==> config.mk <==
export PLATFORM = sky130hd
export DESIGN_NAME = thtemp_log_cell
export DESIGN_NICKNAME = d
export VERILOG_FILES = /design/src/sv/thtemp_pkg.sv /design/src/sv/thtemp_log_cell.sv
export SDC_FILE = /design/constraint.sdc
export NUM_CORES = 2
export LEC_CHECK = 0
export ABC_AREA = 0
export BUFFER_PORTS_ARGS = -buffer_cell sky130_fd_sc_hd__buf_4
export CAP_MARGIN = 20
export CORE_ASPECT_RATIO = 1.4
export CORE_MARGIN = 4
export CORE_UTILIZATION = 28
export CTS_CLUSTER_DIAMETER = 150
export DETAILED_ROUTE_END_ITERATION = 7
export PLACE_DENSITY = 0.44
export SLEW_MARGIN = 20
export SYNTH_ARGS = -nofsm -noshare
export SYNTH_HDL_FRONTEND = slang
export SYNTH_SLANG_ARGS = --single-unit
==> constraint.sdc <==
create_clock -name i_clk -period 27.5 [get_ports i_clk]
set_clock_uncertainty 0.05 [all_clocks]
set_input_delay 5.5 -clock i_clk [delete_from_list [all_inputs] [get_ports i_clk]]
set_output_delay 5.5 -clock i_clk [all_outputs]
set_load 0.005 [all_outputs]
==> src/sv/thtemp_pkg.sv <==
// thtemp_pkg: widths, constants, codes and the pipeline sideband type of the
// thermistor temperature converter; used by every module of the block
// no dependencies
package thtemp_pkg;

    // register and field widths
    localparam int SAMPLE_BITS_DEF = 12;
    localparam int PULL_W  = 20;
    localparam int FS_W    = 16;
    localparam int CF_W    = 40;
    localparam int IDX_W   = 3;
    localparam int TEMP_W  = 16;
    localparam int ST_W    = 2;
    localparam int MODE_W  = 2;

    // internal datapath widths (sized for the widest sample)
    localparam int NUM_W   = PULL_W + 16;
    localparam int E_W     = 6;
    localparam int FRAC_W  = 30;
    localparam int LOG_W   = E_W + FRAC_W;
    localparam int Y_W     = FRAC_W + 1;
    localparam int LMAG_W  = 30;
    localparam int L2_W    = 36;
    localparam int L3_W    = 42;
    localparam int TB_W    = 46;
    localparam int TC_W    = 58;
    localparam int D_W     = 60;
    localparam int Q_W     = 59;
    localparam int C_W     = 30;
    localparam int M_W     = 32;
    localparam int V_W     = 32;

    // arithmetic constants
    localparam logic [23:0] LN2_Q24       = 24'd11629080;
    localparam int          ONE_SHIFT     = 56;
    localparam int          CEL_OFS_Q16   = 17901158;
    localparam int          FAHR_OFS_Q16  = 2097152;
    localparam int          CLAMP_Q16     = 268435456;
    localparam logic [31:0] RECIP5        = 32'hCCCCCCCD;
    localparam int          RECIP5_SHIFT  = 34;

    // status codes
    localparam logic [ST_W-1:0] ST_OK   = 2'd0;
    localparam logic [ST_W-1:0] ST_ZERO = 2'd1;
    localparam logic [ST_W-1:0] ST_FULL = 2'd2;
    localparam logic [ST_W-1:0] ST_DEN  = 2'd3;

    // unit codes
    localparam logic [MODE_W-1:0] MODE_K = 2'd0;
    localparam logic [MODE_W-1:0] MODE_C = 2'd1;
    localparam logic [MODE_W-1:0] MODE_F = 2'd2;

    // register indexes
    localparam logic [IDX_W-1:0] REG_PULLUP = 3'd0;
    localparam logic [IDX_W-1:0] REG_FS     = 3'd1;
    localparam logic [IDX_W-1:0] REG_COEFF_A = 3'd2;
    localparam logic [IDX_W-1:0] REG_COEFF_B = 3'd3;
    localparam logic [IDX_W-1:0] REG_COEFF_C = 3'd4;

    // register reset values
    localparam logic [PULL_W-1:0] RST_PULLUP = 20'd10000;
    localparam logic [FS_W-1:0]   RST_FS     = 16'd4095;
    localparam logic [CF_W-1:0]   RST_COEFF_A = -40'sd2428942;
    localparam logic [CF_W-1:0]   RST_COEFF_B = 40'sd772320057;
    localparam logic [CF_W-1:0]   RST_COEFF_C = 40'sd21932618;

    // sideband that travels with every item
    typedef struct packed {
        logic              vld;
        logic [MODE_W-1:0] mode;
        logic [ST_W-1:0]   err;
    } t_side;

endpackage

==> src/sv/thtemp_log_cell.sv <==
// thtemp_log_cell: one fraction bit of log2 for numerator and denominator
// by squaring the normalized mantissa; depends on thtemp_pkg
module thtemp_log_cell #(
    parameter int BIT = 0
) (
    input  logic                      i_clk,
    input  logic                      i_rst_n,
    input  logic                      i_en,
    input  thtemp_pkg::t_side         i_side,
    input  logic [thtemp_pkg::Y_W-1:0]   i_yn,
    input  logic [thtemp_pkg::Y_W-1:0]   i_yd,
    input  logic [thtemp_pkg::LOG_W-1:0] i_rn,
    input  logic [thtemp_pkg::LOG_W-1:0] i_rd,
    output thtemp_pkg::t_side         o_side,
    output logic [thtemp_pkg::Y_W-1:0]   o_yn,
    output logic [thtemp_pkg::Y_W-1:0]   o_yd,
    output logic [thtemp_pkg::LOG_W-1:0] o_rn,
    output logic [thtemp_pkg::LOG_W-1:0] o_rd
);
    import thtemp_pkg::*;

    // square, keep Q1.30, renormalize when the square reaches two
    function automatic logic [Y_W:0] f_step(input logic [Y_W-1:0] y);
        logic [2*Y_W-1:0] sq;
        logic [Y_W:0]     t;
        sq = {{Y_W{1'b0}}, y} * {{Y_W{1'b0}}, y};
        t  = sq[2*Y_W-1:FRAC_W];
        return t[Y_W] ? {1'b1, t[Y_W:1]} : {1'b0, t[Y_W-1:0]};
    endfunction

    logic [Y_W:0] w_sn;
    logic [Y_W:0] w_sd;

    assign w_sn = f_step(i_yn);
    assign w_sd = f_step(i_yd);

    // sideband
    always_ff @(posedge i_clk) begin
        if (!i_rst_n) begin
            o_side <= '0;
        end else if (i_en) begin
            o_side <= i_side;
        end
    end

    // mantissas and partial logs
    always_ff @(posedge i_clk) begin
        if (i_en) begin
            o_yn <= w_sn[Y_W-1:0];
            o_yd <= w_sd[Y_W-1:0];
            o_rn <= i_rn | (w_sn[Y_W] ? (LOG_W'(1) << BIT) : '0);
            o_rd <= i_rd | (w_sd[Y_W] ? (LOG_W'(1) << BIT) : '0);
        end
    end

endmodule

==> flow_summary_export.csv <==
group,metric,value,unit
sta,fmax,65.72,MHz
final_layout,layout_commonest_cell,"inv_1",
sta,setup_ws,12.28,ns
floorplanning,core.rowCount,199,
synth,synth_top_area_share,50.45,%
sta,timing.slew.headroom,28.44,%
sta,finalSetupTns,0,ns
synth,ys_seq_area_share,6.957,%
setup_path,worst-setup-path-type,"in -> reg",
sta,rsz0062_at_grt,"false",
sta,min_period_over_period,55.34,%
setup_path,cp-start-kind,"input pin",
drt,drc,0,
final_layout,multi_input_area,47390,um^2
placed_design,dpl.cell_count,8994,
setup_path,cpPeakStageDelay,0.94,ns
placed_design,io_buffers,280,
global_routing,grt_overflow,0,
setup_path,critPathArrivalTime,15.37,ns
global_routing,grt_antenna_before_repair,7,
setup_path,path_max_fanout,24,
sta,tightest_slew,1.046,ns
synth,synth_edf_count,134,
synth,yosysTopAreaCell,"fa_1",
final_layout,layout_common_cells,"1830 x inv_1, 1494 x fa_1, 597 x nand2_1",
cts,clockRootBuffer,"clkbuf_16",
floorplanning,die_area,219200,um^2
final_layout,syn_to_final_growth,9.078,%
final_layout,drive_gt1_share,6.294,%
drt,ant_nets,0,
status,status,"complete, no violations",
floorplanning,start_util,28.18,%
setup_path,worstSetupEndpointType,"register",
final_layout,nNetsFinal,8369,
floorplanning,dieHeight,552.4,um
global_routing,grt_use_total,17.46,%
synth,syn_inst,6126,
final_layout,stdcell_count,9028,
placed_design,dp_hpwl,152000,um
setup_path,crit_family,"adder cells",
cts,cts_setup_buffers,0,
sta,timing.final.crit_period,15.22,ns
global_routing,grt_pass1_vias,48120,
drt,dr.pass1.iters,8,
floorplanning,ios,281,
setup_path,required,27.65,ns
synth,yosys_warnings,0,
cts,cts_buffers,17,
synth,synth_ff_type,"edfxtp_1",
floorplanning,die-width,396.9,um
synth,syn_area_per_cell,9.677,um^2
cts,cts_max_path_buffers,2,
drt,routed_wl,186200,um
sta,drv_slew,0,
synth,synthArstFlopShare,0,%
floorplanning,core,210400,um^2
cts,ctsResizeCount,0,
drt,viasPerCell,4.498,
drt,wire_per_inst,20.62,um
drt,vias,40610,
synth,ys_top_cells_by_area,"fa_1 50%, inv_1 12%, ha_1 11%, edfxtp_1 6.8%, and2_1 4.0%",
global_routing,grt_pass1_wl,289100,um
min_path,hold_path.class,"reg -> reg",
flow_run,maxCapViolations,0,
global_routing,grt_max_degree,80,
setup_path,crit_buf_inv,4,
synth,syn-cell-area,59280,um^2
placed_design,dp_slack,11.88,ns
cts,clk_latency,0.47,ns
final_layout,fillers,22160,
cts,htreeDepth,4,
final_layout,seq_area,4124,um^2
cts,ctsHoldBuffers,0,
drt,drt-initial-drc-count,1708,
cts,tritoncts,"yes",
setup_path,crit_chain,"buf_4 -> clkinv_1 -> nor2_1 -> fa_1 -> fa_1 -> inv_1 -> fa_1 -> fa_1 -> inv_1 -> fa_1 -> fa_1 -> fa_1 -> fa_1 -> ha_1 -> a21oi_1 -> o21ai_0 -> nor3_1 -> o2111ai_1 -> nand4_1 -> a21bo_2 -> a21oi_1 -> nor2_4 -> mux2_2",
synth,synth_nets,8296,
cts,clk_pin_slew,0.07,ns
synth,ys_types,75,
synth,ys_seq_elements,139,
sta,holdWs,0.4832,ns
setup_path,cpMostUsedCell,"fa_1",
setup_path,crit_path_top_delay_cell,"nor3_1",
sta,final_hold_viol_count,0,
cts,cts.sinks,139,
sta,setup_violations,0,
placed_design,gp_routability_congestion,0.8782,
## state kept, by name (all words and copies together) (netlist names)
register and flops:
o_rd 36, o_yd 31, o_rn 36, o_side 5
o_yn 31
## cells by family (layout without fill, tap and decap cells)
kind of cell    count (synthesis)  count (layout)  synth area share [%]
flops                         139             139                 6.957
simple gates                 1285            1285                 10.48
mux                            57              57                 1.062
xor+xnor                      109             109                 1.610
fa+ha+maj                    2028            2028                 61.72
buf+inv                      2060            2146                 13.11
other cells                     0               2                     0
compound gates                448             448                 5.055
## cell type report
class,count,area share [%]
antenna,2,0.007740
timing repair buffer,283,3.297
inverter,1831,10.63
sequential,139,6.378
multi-input combinational,3927,73.29
clock inverter,15,0.2961
tap,2814,5.445
clock buffer,17,0.6579
## synthesized netlist by cell type, types with 7 or more instances
master / number
a2111oi_0: 7
a211oi_1: 16
a21o_1: 74
a21oi_1: 135
a31o_2: 9
a31oi_1: 10
and2_1: 383
and3_1: 18
buf_1: 7
buf_2: 8
clkbuf_1: 209
edfxtp_1: 134
fa_1: 1494
ha_1: 534
inv_1: 1830
mux2_2: 42
mux2i_1: 13
nand2_1: 597
nand3_1: 27
nand4_1: 35
nor2_1: 122
nor2b_1: 29
nor3_1: 23
nor4_1: 11
o211ai_1: 17
o21a_1: 13
o21ai_0: 63
o21bai_1: 29
o31ai_1: 10
or2_2: 12
or3_1: 10
xnor2_1: 62
xor2_1: 47
## per-stage QoR
stage | cell area (um^2) | utilization (%)
2_1_floorplan | 59280 | -
3_3_place_gp | 64030 | 30.43
3_5_place_dp | 64030 | 30.43
4_1_cts | 64650 | 30.73
5_1_grt | 64660 | 30.73
6_report | 64660 | 30.73
## worst reg2reg max path, delay by kind of cell (launching register included)
kind | cells | cell delay [ns]
DFF | 1 | 0.32
muxes | 1 | 0.13
and+or+nand+nor | 1 | 0.06
## routing by layer
metal | vias up | routed length (um) | GRT usage (%)
met3 | 257 | 8749 | 2.644
li1 | 18140 | - | -
met5 | - | 47 | 0
met4 | 8 | 6566 | 5.310
met2 | 941 | 104100 | 34.13
met1 | 21260 | 66760 | 19.07
## final timing paths
path | slack [ns] | end | start | cells after the start
max | 12.28 | o_yd[15]$_DFFE_PP_ | i_yd[15] | 23
min | 0.48 | o_side[2]$_SDFFE_PN0P_ | o_side[2]$_SDFFE_PN0P_ | 2
max reg2reg | 26.84 | o_side[0]$_SDFFE_PN0P_ | o_side[0]$_SDFFE_PN0P_ | 2
min reg2reg | 0.48 | o_side[2]$_SDFFE_PN0P_ | o_side[2]$_SDFFE_PN0P_ | 2
Power is not shown: default switching activity piles up to over one toggle a cycle in this logic, so the estimate is an artifact.
