--- src/sv/thtemp_pkg.sv ---
// thtemp_pkg: widths, constants, codes and the pipeline sideband type of the
// thermistor temperature converter; used by every module of the block
// no dependencies
package thtemp_pkg;

    // register and field widths
    localparam int SAMPLE_BITS_DEF = 12;
    localparam int PULL_W  = 20;
    localparam int FS_W    = 16;
    localparam int CF_W    = 40;
    localparam int IDX_W   = 3;
    localparam int TEMP_W  = 16;
    localparam int ST_W    = 2;
    localparam int MODE_W  = 2;

    // internal datapath widths (sized for the widest sample)
    localparam int NUM_W   = PULL_W + 16;
    localparam int E_W     = 6;
    localparam int FRAC_W  = 30;
    localparam int LOG_W   = E_W + FRAC_W;
    localparam int Y_W     = FRAC_W + 1;
    localparam int LMAG_W  = 30;
    localparam int L2_W    = 36;
    localparam int L3_W    = 42;
    localparam int TB_W    = 46;
    localparam int TC_W    = 58;
    localparam int D_W     = 60;
    localparam int Q_W     = 59;
    localparam int C_W     = 30;
    localparam int M_W     = 32;
    localparam int V_W     = 32;

    // arithmetic constants
    localparam logic [23:0] LN2_Q24       = 24'd11629080;
    localparam int          ONE_SHIFT     = 56;
    localparam int          CEL_OFS_Q16   = 17901158;
    localparam int          FAHR_OFS_Q16  = 2097152;
    localparam int          CLAMP_Q16     = 268435456;
    localparam logic [31:0] RECIP5        = 32'hCCCCCCCD;
    localparam int          RECIP5_SHIFT  = 34;

    // status codes
    localparam logic [ST_W-1:0] ST_OK   = 2'd0;
    localparam logic [ST_W-1:0] ST_ZERO = 2'd1;
    localparam logic [ST_W-1:0] ST_FULL = 2'd2;
    localparam logic [ST_W-1:0] ST_DEN  = 2'd3;

    // unit codes
    localparam logic [MODE_W-1:0] MODE_K = 2'd0;
    localparam logic [MODE_W-1:0] MODE_C = 2'd1;
    localparam logic [MODE_W-1:0] MODE_F = 2'd2;

    // register indexes
    localparam logic [IDX_W-1:0] REG_PULLUP = 3'd0;
    localparam logic [IDX_W-1:0] REG_FS     = 3'd1;
    localparam logic [IDX_W-1:0] REG_COEFF_A = 3'd2;
    localparam logic [IDX_W-1:0] REG_COEFF_B = 3'd3;
    localparam logic [IDX_W-1:0] REG_COEFF_C = 3'd4;

    // register reset values
    localparam logic [PULL_W-1:0] RST_PULLUP = 20'd10000;
    localparam logic [FS_W-1:0]   RST_FS     = 16'd4095;
    localparam logic [CF_W-1:0]   RST_COEFF_A = -40'sd2428942;
    localparam logic [CF_W-1:0]   RST_COEFF_B = 40'sd772320057;
    localparam logic [CF_W-1:0]   RST_COEFF_C = 40'sd21932618;

    // sideband that travels with every item
    typedef struct packed {
        logic              vld;
        logic [MODE_W-1:0] mode;
        logic [ST_W-1:0]   err;
    } t_side;

endpackage

--- src/sv/thtemp_div_cell.sv ---
// thtemp_div_cell: one quotient bit of the restoring reciprocal division
// depends on thtemp_pkg
module thtemp_div_cell #(
    parameter int K = 0
) (
    input  logic                     i_clk,
    input  logic                     i_rst_n,
    input  logic                     i_en,
    input  thtemp_pkg::t_side        i_side,
    input  logic [thtemp_pkg::Q_W-1:0] i_d,
    input  logic [thtemp_pkg::Q_W-1:0] i_n,
    input  logic [thtemp_pkg::Q_W-1:0] i_r,
    input  logic [thtemp_pkg::Q_W-1:0] i_q,
    output thtemp_pkg::t_side        o_side,
    output logic [thtemp_pkg::Q_W-1:0] o_d,
    output logic [thtemp_pkg::Q_W-1:0] o_n,
    output logic [thtemp_pkg::Q_W-1:0] o_r,
    output logic [thtemp_pkg::Q_W-1:0] o_q
);
    import thtemp_pkg::*;

    logic [Q_W:0] w_rs;
    logic [Q_W:0] w_diff;
    logic         w_ge;

    // shift in the next dividend bit and try a subtract
    assign w_rs   = {i_r, i_n[K]};
    assign w_ge   = w_rs >= {1'b0, i_d};
    assign w_diff = w_rs - {1'b0, i_d};

    always_ff @(posedge i_clk) begin
        if (!i_rst_n) begin
            o_side <= '0;
        end else if (i_en) begin
            o_side <= i_side;
        end
    end

    always_ff @(posedge i_clk) begin
        if (i_en) begin
            o_d <= i_d;
            o_n <= i_n;
            o_r <= w_ge ? w_diff[Q_W-1:0] : w_rs[Q_W-1:0];
            o_q <= {i_q[Q_W-2:0], w_ge};
        end
    end

endmodule

--- config.mk ---
export PLATFORM = sky130hd
export DESIGN_NAME = thtemp_div_cell
export DESIGN_NICKNAME = d
export VERILOG_FILES = /design/src/sv/thtemp_pkg.sv /design/src/sv/thtemp_div_cell.sv
export SDC_FILE = /design/constraint.sdc
export NUM_CORES = 1
export LEC_CHECK = 0
export BUFFER_PORTS_ARGS = -buffer_cell sky130_fd_sc_hd__buf_2
export CAP_MARGIN = 20
export CORE_AREA = 2 2 188 190
export DETAILED_ROUTE_END_ITERATION = 16
export DIE_AREA = 0 0 190 192
export SETUP_SLACK_MARGIN = 0.3
export SLEW_MARGIN = 10
export SYNTH_ARGS = -nofsm -noshare
export SYNTH_HDL_FRONTEND = slang
export SYNTH_SLANG_ARGS = --single-unit
--- constraint.sdc ---
create_clock -name i_clk -period 3.6 [get_ports i_clk]
set_input_delay 0.9 -clock i_clk [delete_from_list [all_inputs] [get_ports i_clk]]
set_output_delay 0.9 -clock i_clk [all_outputs]
set_load 0.03 [all_outputs]
==> run summary <==
GRT
----------------------------------------------------------------------------------------------------
Overall routing resource usage ........................................................       20.39%
Busiest metal layer after global routing ..............................................         met2
Via count of the first global-routing pass ............................................         9976
Global-route wire length before repair ................................................     56.90 mm
Total overflow reported by the global router ..........................................            0
Met3 track demand over resource in global routing .....................................       4.933%
Met2 track demand over resource .......................................................       36.85%
Fraction of met1 tracks used by global routing ........................................       23.92%
Initial antenna violation count .......................................................            4
Maximum number of pins on one net before global-route repair ..........................           67

SYNTHESIS
----------------------------------------------------------------------------------------------------
Seq cells post-synth ..................................................................          241
Synthesis Warnings ....................................................................            0
Mapped Avg Cell Area ..................................................................    12.35 um2
Predominant post-synthesis flop cell .................................................. sky130_fd_sc_hd__edfxtp_1
Post-synth design cell area ...........................................................  0.01181 mm2
Proportion of synthesized flip-flops having asynchronous set or reset .................           0%
Synthesized net count .................................................................         1260
Number of flops mapped to enable cells by yosys .......................................          236
Count of different cell masters after synthesis .......................................           58
Sequential fraction of the synthesis area .............................................       60.85%
Cell count after synthesis ............................................................          956

TIMING
----------------------------------------------------------------------------------------------------
Smallest hold slack ...................................................................     520.0 ps
Final setup violation count ...........................................................            0
Maximum achievable frequency ..........................................................    309.7 MHz
Tightest Pin Transition ...............................................................     556.3 ps
Worst clock skew ......................................................................         0 ps
Relative slew slack ...................................................................       62.91%
Hold violation count in the final report ..............................................            0
Post-route clock period utilization ...................................................       89.71%
Pins over their slew limit ............................................................            0
Worst setup margin ....................................................................     370.6 ps
Setup repair after global routing missed its margin ...................................         true
Crit path time final ..................................................................      3229 ps

CELLS AND AREA
----------------------------------------------------------------------------------------------------
Proportion of layout cells with a drive suffix above 1 ................................       52.08%
Area Overhead vs Synth ................................................................       48.78%
Area taken by flip-flops and latches .................................................. 0.007187 mm2
Non-Filler Cell Area, Final ...........................................................  0.01757 mm2
Cell Count, Final, Fillers Out ........................................................         2090
Number of fill cells in the layout ....................................................         3117
Multi-input combinational cell area ................................................... 0.004693 mm2
Layout net count ......................................................................         1918
End-of-flow core utilization ..........................................................       51.25%

CRITICAL PATH
----------------------------------------------------------------------------------------------------
Data required, critical path ..........................................................      3900 ps
Critical-path maximum fanout ..........................................................           20
Reg2reg setup slack ...................................................................      2980 ps
Worst flop-to-flop path endpoint ......................................................    o_side[0]
Setup crit start ......................................................................      i_r[14]
Number of cells on the worst reg-to-reg path ..........................................            2
Worst flop-to-flop path startpoint ....................................................    o_side[0]
CP Class .............................................................................. primary input to flip-flop
CP Capture Type .......................................................................    flip-flop
CP startpoint kind .................................................................... primary input
Crit path DAT .........................................................................      3530 ps

DETAILED ROUTING
----------------------------------------------------------------------------------------------------
Detailed Route WL .....................................................................     39.32 mm
WL/cell ...............................................................................     18.81 um
DRC violation count after routing .....................................................            0
Total iterations of the first detailed-routing run ....................................            5
Iteration-0 DRC count of the detailed router ..........................................          510
Antenna viol nets, final ..............................................................            0
Vias/cell .............................................................................        4.781
Total via count after detailed routing ................................................         9993

DIE
----------------------------------------------------------------------------------------------------
Die area ..............................................................................  0.03648 mm2
Number of placement rows ..............................................................           68
Die Y-Extent ..........................................................................       192 um
Initial Util ..........................................................................       34.45%
Boundary pin count ....................................................................          485
Placeable Area ........................................................................  0.03429 mm2
Width of the die ......................................................................       190 um

MIN PATH
----------------------------------------------------------------------------------------------------
Hold worst-path end ...................................................................      o_q[40]
Type of the worst min-delay path ...................................................... primary input to flip-flop
Min-delay src .........................................................................      i_q[39]
Worst Hold Path Cells .................................................................            1

CLOCKING
----------------------------------------------------------------------------------------------------
Clock-pin slew reported for the worst setup and hold paths after clock tree synthesis .        60 ps
Library cell used as clock root buffer ................................................ sky130_fd_sc_hd__clkbuf_16
Hold-fix buffers at CTS ...............................................................            0
Num CTS Buffers .......................................................................           27
Worst skew pair latency ...............................................................       540 ps
Num Clock Sinks .......................................................................          241
Number of levels the H-tree was split into ............................................            1
Buffers from clock root to sink, at most ..............................................            3
CTS tree ..............................................................................        built

PLACE
----------------------------------------------------------------------------------------------------
Placed wire-length estimate ...........................................................     31.61 mm
Port Buffer Count .....................................................................          483
Dpl cell area .........................................................................  0.01634 mm2
Weighted congestion reported at the end of routability-driven placement ...............       0.8756
Pre-CTS setup slack ...................................................................    -415.4 ps
DP Cell Count .........................................................................         2030

POWER
----------------------------------------------------------------------------------------------------
Worst IR Drop VDD .....................................................................    0.3522 mV
Power Dens Cells ...................................................................... 489.4 mW/mm2
Pleak .................................................................................     7.769 nW

JOB
----------------------------------------------------------------------------------------------------
Max Cap Violations ....................................................................            0

STATUS
----------------------------------------------------------------------------------------------------
Result of the run ..................................................................... finished, final reports clean

-- sequential cells by signal (all words and copies together) (netlist names) --
signal / cells
o_d: 59
o_n: 59
o_q: 59
o_r: 59
o_side: 5
-- routing by layer --
metal  up-vias  share of wire [%]
met5         -               0.12
met2       344                 51
met3        72                7.5
met4         6                2.7
li1       4843                  -
met1      4728                 39
-- how the worst max path moves through the flow --
stage,to,slack (ps),cells past startpoint
6_report,o_r[39],370,13
5_1_grt,o_r[29],240,15
4_1_cts,o_r[14],290,16
3_5_place_dp,o_r[39],-420,15
3_3_place_gp,o_r[39],-400,15
2_1_floorplan,o_r[10],80,12
-- per-stage QoR --
stage | TNS [ps] | power (mW)
finish | 0 | 8.601
global route | 0 | 8.985
CTS | 0 | 8.642
detailed placement | -21230 | 5.912
global placement | -21200 | 5.889
floorplan | 0 | 4.957
-- logic make-up (layout without fill, tap and decap cells) --
group                      Yosys count  in the layout  share of synthesized area [%]
muxes                               15             15                          1.600
other                                0              1                              0
DFF                                241            241                          60.85
xor gates and xnor gates            56             56                          4.153
AOI/OAI and AO/OA                  255            255                          14.19
buffers and inverters              113            791                          4.205
and+or+nand+nor                    216            216                          8.580
adders and majority gates           60             60                          6.420
-- synthesized netlist by cell type, types with 7 or more instances --
cell                         n  area share [%]
sky130_fd_sc_hd__nor2b_1     9            0.48
sky130_fd_sc_hd__a21oi_1   101             4.3
sky130_fd_sc_hd__o21bai_1   15            0.95
sky130_fd_sc_hd__edfxtp_1  236              60
sky130_fd_sc_hd__ha_1       59             6.3
sky130_fd_sc_hd__a31oi_1     7            0.37
sky130_fd_sc_hd__nor2_1     87             2.8
sky130_fd_sc_hd__inv_1      73             2.3
sky130_fd_sc_hd__a21oi_2    31             2.3
sky130_fd_sc_hd__xnor2_1    33             2.4
sky130_fd_sc_hd__xor2_1     23             1.7
sky130_fd_sc_hd__mux2_4      7            0.89
sky130_fd_sc_hd__a21o_1     30             1.9
sky130_fd_sc_hd__nor3_1     10            0.42
sky130_fd_sc_hd__o21ai_0    32             1.4
sky130_fd_sc_hd__nand3_1     8            0.34
sky130_fd_sc_hd__nand4_1    25             1.3
sky130_fd_sc_hd__nand2_1    52             1.7
sky130_fd_sc_hd__clkbuf_1   26            0.83
-- layout by cell type, fill, tap and decap left out, types with 30 or more instances in the layout --
master	instances
sky130_fd_sc_hd__buf_2	480
sky130_fd_sc_hd__edfxtp_1	236
sky130_fd_sc_hd__buf_4	175
sky130_fd_sc_hd__a21oi_1	79
sky130_fd_sc_hd__nor2_1	70
sky130_fd_sc_hd__inv_1	61
sky130_fd_sc_hd__nand2_1	49
sky130_fd_sc_hd__a21oi_2	47
sky130_fd_sc_hd__ha_1	42
sky130_fd_sc_hd__xnor2_1	33
sky130_fd_sc_hd__a21o_1	30
-- power by group --
part	internal [mW]	leakage [nW]	total, mW	switching [mW]
registers	3.42	2.35	3.48	0.0660
logic	0.947	5.00	2.43	1.48
clock network	1.53	0.418	2.69	1.16
total	5.89	7.77	8.60	2.71
-- critical path, stage by stage --
cell and delay (ps):
sky130_fd_sc_hd__buf_2 130, sky130_fd_sc_hd__ha_4 310, sky130_fd_sc_hd__and3_4 200, sky130_fd_sc_hd__nand4_1 130
sky130_fd_sc_hd__or4_4 540, sky130_fd_sc_hd__o211ai_4 260, sky130_fd_sc_hd__a2111oi_4 120, sky130_fd_sc_hd__o21ai_2 180
sky130_fd_sc_hd__a211o_4 230, sky130_fd_sc_hd__buf_12 180, sky130_fd_sc_hd__buf_4 170, sky130_fd_sc_hd__buf_4 120
sky130_fd_sc_hd__a21oi_2 40
-- area by class of cell --
class / count / share of cell area (%)
Antenna cell: 1 / 0.01424
Tap cell: 455 / 3.240
Inverter: 73 / 1.702
Sequential cell: 241 / 40.90
Clock inverter: 19 / 0.9612
Clock buffer: 30 / 3.909
Timing Repair Buffer: 669 / 22.57
Multi-Input combinational cell: 602 / 26.71
-- repair_timing --
action,CTS,global route
gates cloned,0,2
setup endpoints to repair,48,53
resized for setup,10,55
pin swaps,3,13
buffers inserted,0,8
endpoints found under the hold margin,0,0
Power figures use the tool's default switching activity.
